`src/hdl/sle_pkg.sv`:
```
// Package for the sorted list engine: command codes, widths and the
// structs that pass between the list cells. No dependencies.
package sle_pkg;

	localparam int unsigned DEF_CAPACITY = 16;
	localparam int unsigned DATA_W       = 32;
	localparam int unsigned COUNT_OUT_W  = 5;

	typedef enum logic [1:0] {
		CMD_INSERT = 2'd0,
		CMD_APPEND = 2'd1,
		CMD_POP    = 2'd2,
		CMD_REMOVE = 2'd3
	} cmd_t;

	// Contents of one list position.
	typedef struct packed {
		logic              vld;
		logic [DATA_W-1:0] val;
	} entry_t;

	// Command broadcast to every cell.
	typedef struct packed {
		logic              fire;
		logic              full;
		cmd_t              cmd;
		logic [DATA_W-1:0] value;
	} bcast_t;

	// Running state handed from each cell to the next one toward the tail.
	typedef struct packed {
		logic              hit;
		logic              got;
		logic [DATA_W-1:0] taken;
	} chain_t;

endpackage

```
`src/hdl/sle_cell.sv`:
```
// One position of the sorted list engine: stores an entry and shifts it
// toward its neighbors on insert and remove. Depends on sle_pkg.
module sle_cell (
	input  logic            clk,
	input  logic            arst_n,
	input  sle_pkg::bcast_t bcast,
	input  sle_pkg::entry_t left,
	input  sle_pkg::entry_t right,
	input  sle_pkg::chain_t chain_in,
	output sle_pkg::chain_t chain_out,
	output sle_pkg::entry_t cur
);

	logic            vld_q;
	logic [sle_pkg::DATA_W-1:0] val_q;
	logic            lt;
	logic            eq;
	logic            stop;
	logic            here;
	logic            take;
	sle_pkg::entry_t nxt;

	assign cur.vld = vld_q;
	assign cur.val = val_q;

	always_comb begin
		lt   = vld_q && ($signed(val_q) < $signed(bcast.value));
		eq   = vld_q && (val_q == bcast.value);
		stop = 1'b0;
		unique case (bcast.cmd)
			sle_pkg::CMD_INSERT: stop = !lt;
			sle_pkg::CMD_APPEND: stop = 1'b0;
			sle_pkg::CMD_POP:    stop = 1'b1;
			sle_pkg::CMD_REMOVE: stop = eq;
			default:             stop = 1'b0;
		endcase
		here = stop && !chain_in.hit;
		take = here && vld_q &&
			(bcast.cmd == sle_pkg::CMD_POP || bcast.cmd == sle_pkg::CMD_REMOVE);

		chain_out.hit   = chain_in.hit || stop;
		chain_out.got   = chain_in.got || take;
		chain_out.taken = chain_in.taken | (take ? val_q : '0);

		nxt = cur;
		unique case (bcast.cmd)
			sle_pkg::CMD_INSERT: begin
				if (!bcast.full) begin
					if (here) begin
						nxt.vld = 1'b1;
						nxt.val = bcast.value;
					end else if (chain_in.hit) begin
						nxt = left;
					end
				end
			end
			sle_pkg::CMD_APPEND: begin
				if (!bcast.full && !vld_q && left.vld) begin
					nxt.vld = 1'b1;
					nxt.val = bcast.value;
				end
			end
			sle_pkg::CMD_POP: begin
				nxt = right;
			end
			sle_pkg::CMD_REMOVE: begin
				if (chain_out.hit) begin
					nxt = right;
				end
			end
			default: nxt = cur;
		endcase
	end

	always_ff @(posedge clk or negedge arst_n) begin
		if (!arst_n) begin
			vld_q <= 1'b0;
		end else if (bcast.fire) begin
			vld_q <= nxt.vld;
		end
	end

	always_ff @(posedge clk) begin
		if (bcast.fire) begin
			val_q <= nxt.val;
		end
	end

endmodule

```
`src/hdl/sorted_list_engine.sv`:
```
// Sorted list engine: a priority queue of signed 32-bit values held in a
// row of sle_cell instances. Depends on sle_pkg and sle_cell.
//
// Usage: one command beat on the input channel (cmd, value) gives one
// result beat on the output channel. Commands are sorted insert (placed
// before the first entry not smaller than the value), append at the tail,
// remove first, and remove the first entry equal to the value.
// Every cell compares its entry with the broadcast value in the cycle a
// beat is accepted, and all cells shift together at that edge, so one
// command is taken per cycle while in_stall is low. The result beat of a
// command passes one stage for the list update, then one output register.
// The result reports the removed value and found flag, the head and count
// after the command, and overflow when an insert or append met a full list
// (the value is then dropped).
// When the receiver stalls, one further command can still be accepted and
// held in the middle stage; after that in_stall rises until the output
// register drains. Reset empties the list and clears both result stages.
module sorted_list_engine #(
	parameter int unsigned CAPACITY = sle_pkg::DEF_CAPACITY
) (
	input  logic                              clk,
	input  logic                              arst_n,
	input  logic                              in_valid,
	output logic                              in_stall,
	input  logic [1:0]                        cmd,
	input  logic signed [sle_pkg::DATA_W-1:0] value,
	output logic                              out_valid,
	input  logic                              out_stall,
	output logic signed [sle_pkg::DATA_W-1:0] removed_value,
	output logic                              found,
	output logic signed [sle_pkg::DATA_W-1:0] head_value,
	output logic [sle_pkg::COUNT_OUT_W-1:0]   entry_count,
	output logic                              overflow
);

	localparam int unsigned CW = $clog2(CAPACITY + 1);
	localparam int unsigned EW = (CW > sle_pkg::COUNT_OUT_W) ? CW : sle_pkg::COUNT_OUT_W;

	sle_pkg::entry_t cells  [CAPACITY];
	sle_pkg::chain_t chains [CAPACITY+1];
	sle_pkg::bcast_t bcast;

	logic          fire;
	logic          advance;
	logic          grow;
	logic [CW-1:0] count_q;
	logic [EW-1:0] count_ext;

	logic                       vld_s1;
	logic [sle_pkg::DATA_W-1:0] removed_s1;
	logic                       found_s1;
	logic                       ovf_s1;

	logic                       out_valid_q;
	logic [sle_pkg::DATA_W-1:0] removed_q;
	logic                       found_q;
	logic [sle_pkg::DATA_W-1:0] head_q;
	logic [sle_pkg::COUNT_OUT_W-1:0] count_out_q;
	logic                       ovf_q;

	assign advance  = vld_s1 && (!out_valid_q || !out_stall);
	assign in_stall = vld_s1 && out_valid_q && out_stall;
	assign fire     = in_valid && !in_stall;

	assign bcast.fire  = fire;
	assign bcast.full  = cells[CAPACITY-1].vld;
	assign bcast.cmd   = sle_pkg::cmd_t'(cmd);
	assign bcast.value = value;

	assign chains[0] = '0;

	for (genvar i = 0; i < CAPACITY; i++) begin : g_cell
		sle_pkg::entry_t left_e;
		sle_pkg::entry_t right_e;
		if (i == 0) begin : g_first
			assign left_e.vld = 1'b1;
			assign left_e.val = '0;
		end else begin : g_mid_l
			assign left_e = cells[i-1];
		end
		if (i == CAPACITY - 1) begin : g_last
			assign right_e = '0;
		end else begin : g_mid_r
			assign right_e = cells[i+1];
		end
		sle_cell u_cell (
			.clk       (clk),
			.arst_n    (arst_n),
			.bcast     (bcast),
			.left      (left_e),
			.right     (right_e),
			.chain_in  (chains[i]),
			.chain_out (chains[i+1]),
			.cur       (cells[i])
		);
	end

	assign grow = !bcast.full &&
		(bcast.cmd == sle_pkg::CMD_INSERT || bcast.cmd == sle_pkg::CMD_APPEND);

	always_ff @(posedge clk or negedge arst_n) begin
		if (!arst_n) begin
			count_q <= '0;
		end else if (fire) begin
			if (grow) begin
				count_q <= count_q + CW'(1);
			end else if (chains[CAPACITY].got) begin
				count_q <= count_q - CW'(1);
			end
		end
	end

	always_ff @(posedge clk or negedge arst_n) begin
		if (!arst_n) begin
			vld_s1      <= 1'b0;
			out_valid_q <= 1'b0;
		end else begin
			if (fire) begin
				vld_s1 <= 1'b1;
			end else if (advance) begin
				vld_s1 <= 1'b0;
			end
			if (advance) begin
				out_valid_q <= 1'b1;
			end else if (!out_stall) begin
				out_valid_q <= 1'b0;
			end
		end
	end

	always_ff @(posedge clk) begin
		if (fire) begin
			removed_s1 <= chains[CAPACITY].taken;
			found_s1   <= chains[CAPACITY].got;
			ovf_s1     <= bcast.full &&
				(bcast.cmd == sle_pkg::CMD_INSERT || bcast.cmd == sle_pkg::CMD_APPEND);
		end
	end

	assign count_ext = EW'(count_q);

	always_ff @(posedge clk) begin
		if (advance) begin
			removed_q   <= removed_s1;
			found_q     <= found_s1;
			ovf_q       <= ovf_s1;
			head_q      <= cells[0].vld ? cells[0].val : '0;
			count_out_q <= count_ext[sle_pkg::COUNT_OUT_W-1:0];
		end
	end

	assign out_valid     = out_valid_q;
	assign removed_value = removed_q;
	assign found         = found_q;
	assign head_value    = head_q;
	assign entry_count   = count_out_q;
	assign overflow      = ovf_q;

endmodule

```
`config.mk`:
```
export PLATFORM = sky130hd
export DESIGN_NAME = sorted_list_engine
export DESIGN_NICKNAME = d
export VERILOG_FILES = /design/src/hdl/sle_pkg.sv /design/src/hdl/sle_cell.sv /design/src/hdl/sorted_list_engine.sv
export SDC_FILE = /design/constraint.sdc
export NUM_CORES = 2
export LEC_CHECK = 0
export CORE_MARGIN = 1.5
export CORE_UTILIZATION = 56
export DETAILED_ROUTE_END_ITERATION = 6
export DONT_BUFFER_PORTS = 1
export PLACE_DENSITY = 0.77
export RECOVER_POWER = 100
export REMOVE_ABC_BUFFERS = 1
export SLEW_MARGIN = 20
export SYNTH_ARGS = -nofsm -noshare
export SYNTH_HDL_FRONTEND = slang
export SYNTH_SLANG_ARGS = --single-unit
```
`constraint.sdc`:
```
create_clock -name clk -period 8.7 [get_ports clk]
set_input_delay 0.87 -clock clk [delete_from_list [all_inputs] [get_ports clk]]
set_output_delay 0.87 -clock clk [all_outputs]
set_load 0.02 [all_outputs]
```
==> flow_summary.toml <==
[outcome]
outcome = "complete, but fails checks"
violations = "DRC, capacitance limit, slew limit"

[placement]
dp_hpwl_um = 113100
dp_slack_ps = 1767
port_buffers = 0
placed_area_um2 = 46680
place.gp.congestion = 1.014
dp.cells = 5412

[setup_path]
rrSetupSlack_ps = 1300
slowest_delay_ps = 1630
start_kind = "input port"
cp.arrival_ps = 8750
cp_max_fo = 998
cpMostUsedCell = "a21oi_1"
cp.required_ps = 8840
worstSetupPathType = "in -> reg"
crit_family = "compound AO/OA/AOI/OAI gates"
endpoint_kind = "register"
critical_path.slowest_cell = "a21oi_1"
crit_chain = "nand2_1, nor3_1, a21oi_1, a31oi_1, nor2_1, a21oi_1, buf_4, mux2i_1, o21ai_0"
critPathBufInv = 1

[floorplanning]
die_x_um = 288.3
chipHeight_um = 288.3
row_count = 104
core_area_um2 = 80550
ios = 111
die_area_um2 = 83090
start_util_pct = 56.58

[synth]
synth.distinct_cells = 90
synthTopCellsByArea = "edfxtp_1 41%, ha_1 14%, mux2i_1 9.4%, o21ai_0 6.1%, nand2_1 5.5%"
yosysMostFrequentCell = "nand2_1"
yosysSeqAreaShare_pct = 41.92
synthCells = 4564
synthArstFlopShare_pct = 3.594
synth_top_cell_area_share_pct = 40.66
synth_edf_count = 617
synth_area_leader_cell = "edfxtp_1"
postSynthAreaPerCell_um2 = 9.985
synth_common_cells = "668 x nand2_1, 617 x edfxtp_1, 554 x o21ai_0"
ys.flop_type = "edfxtp_1"
yosys_warnings = 0
syn-cell-area_um2 = 45570
synth-seq-cells = 640

[sta]
tightest_slew_ps = 5680
min_period_ps = 8611
final-hold-violation-count = 0
finalSetupViolCount = 0
rsz0062_at_grt = "false"
hold_slack_ps = 361.5
fin_crit_sh_pct = 98.98
fin_ws_ps = 89.14
slew_headroom_pct = -278.7
tns_ps = 0
slew_viol_final = 1641
worst_clock_skew_ps = 31.97
fmax_mhz = 116.1

[grt]
use_met3_pct = 5.940
grt_first_pass_wirelength_um = 238000
grt_pass1_vias = 36546
gr-usage-all-layers_pct = 38.26
grt_busiest_layer = "met2"
grtUsageMet1_pct = 51.67
overflow = 0
antenna_found_initial = 3
met2_usage_pct = 59.03
grt_max_degree = 999

[detailed_routing]
drc = 11
via_count = 39343
drtIter0Drc = 5724
drt-total-wl_um = 163200
drtPass1Iterations = 7
ant_nets = 0
via_per_inst = 7.090
drt-wirelength-per-cell_um = 29.40

[clock_network]
h-tree-depth = 3
cts_tree = "built"
clockBufferDepth = 3
clk_latency_ps = 640
numCtsBuffers = 74
cts_sinks = 640
cts_root_buffer = "clkbuf_16"
clkTransAtPathRegs_ps = 60

[power]
p_clk_share_pct = 33.5
p_total_mw = 9.575
p_per_area_nw_per_um2 = 196.1
vdd_drop_max_mv = 0.1492
seq_power_share_pct = 45.5
p_comb_share_pct = 21.0
switchingPower_mw = 3.089
swShare_pct = 32.26
internal_power_mw = 6.486
p_leak_nw = 19.28

[finish]
postLayoutCellArea_um2 = 48820
layout.cells.non_filler = 5549
drive_gt1_share_pct = 5.192
fill_cells = 6775
final_util_pct = 60.61
final_nets = 4986
layout-area-overhead-vs-synth_pct = 7.136

[flow_run]
cap_violations = 32

[min_path]
hold_path.class = "in -> reg"
[worst paths after layout]
path | endpoint | depth (start not counted) | from
setup / recovery | g_cell[14].u_cell.val_q[2] | 9 | cmd[1]
hold reg to reg | removed_value[30] | 0 | removed_s1[30]
setup reg to reg | removed_s1[19] | 13 | g_cell[4].u_cell.val_q[31]
min in group asynchronous | count_ext[1] | 1 | arst_n
max in group asynchronous | g_cell[10].u_cell.vld_q | 1 | arst_n
hold / removal | vld_s1 | 1 | in_valid
[timing repair]
item                                   4_1_cts  5_1_grt
endpoints found under the hold margin       23        0
hold buffers                                 1        0
setup buffers                                0        0
resized for setup                            0        0
[layout by cell type (no fill, tap or decap), drive strengths merged, types with 9 or more instances in the layout]
cell type and count:
nor4 23, o31ai 10, and3 44, a31oi 12, a221oi 36, bufinv 9
edfxtp 617, a22oi 99, nand4 99, nor2b 19, clkbuf 118, clkinv 31
a222oi 32, a22o 26, nand2 668, o21a 18, a21oi 233, ha 515
o221ai 11, mux2i 429, dfrtp 23, a21boi 14, o221a 34, o21ai 574
or3 9, a21o 30, a211oi 27, and2 40, o211ai 41, nor2 127
buf 43, nor3 34, o22ai 19, nand2b 12, inv 121, a2111oi 11
nand3 169
[power groups by stage]
stage	registers [mW]	logic, mW	clock network (mW)
after floorplan	4.19	1.32	0
after global placement	4.39	1.86	0
after detailed placement	4.38	1.93	0
after CTS	4.32	1.94	3.23
after global routing	4.37	2.15	3.33
final	4.36	2.01	3.21
[cell type report]
class	count	area (um2)	share of cell area, %
multi-input combinational	3524	25060	51.32
tap	1060	1326	2.717
timing repair buffer	74	498.0	1.020
clock buffer	87	1942	3.977
sequential	640	19100	39.13
clock inverter	45	450.4	0.9226
antenna	1	2.502	0.005126
inverter	118	442.9	0.9072
[worst reg2reg max path, cell delays in order, from the launching register on]
cell       delay [ps]
edfxtp_1          480
ha_1              400
nand4_1           210
nor4_2            760
nand3_1           430
o41ai_4           620
o41a_1            390
a2111oi_0         210
nand2_1           180
clkbuf_1         1750
o211ai_1          310
a221oi_1          970
and3_1            300
nand3_1           110
[logic make-up (layout without fill, tap and decap cells)]
family / count (synthesis) / count (layout) / synth area share (%)
compound gates: 1294 / 1294 / 17.93
xor+xnor: 3 / 3 / 0.05767
fa+ha+maj: 516 / 516 / 14.18
buf+inv: 400 / 324 / 3.418
flops: 640 / 640 / 41.92
mux: 436 / 436 / 9.596
other cells: 0 / 1 / 0
simple gates: 1275 / 1275 / 12.89
[state kept, by name (all words and copies together), names as in the netlist]
| register | flops |
|---|---|
| out_valid | 1 |
| overflow | 1 |
| count_ext | 5 |
| g_cell.u_cell.vld_q | 16 |
| removed_s1 | 32 |
| g_cell.u_cell.val_q | 512 |
| head_value | 32 |
| found_s1 | 1 |
| ovf_s1 | 1 |
| removed_value | 32 |
| entry_count | 5 |
| found | 1 |
| vld_s1 | 1 |
[routing by layer]
metal	share of wire [%]	vias up
li1	-	17259
met2	44	2754
met5	0.016	-
met3	11	523
met1	38	18803
met4	6.6	4
Power figures use the tool's default switching activity.
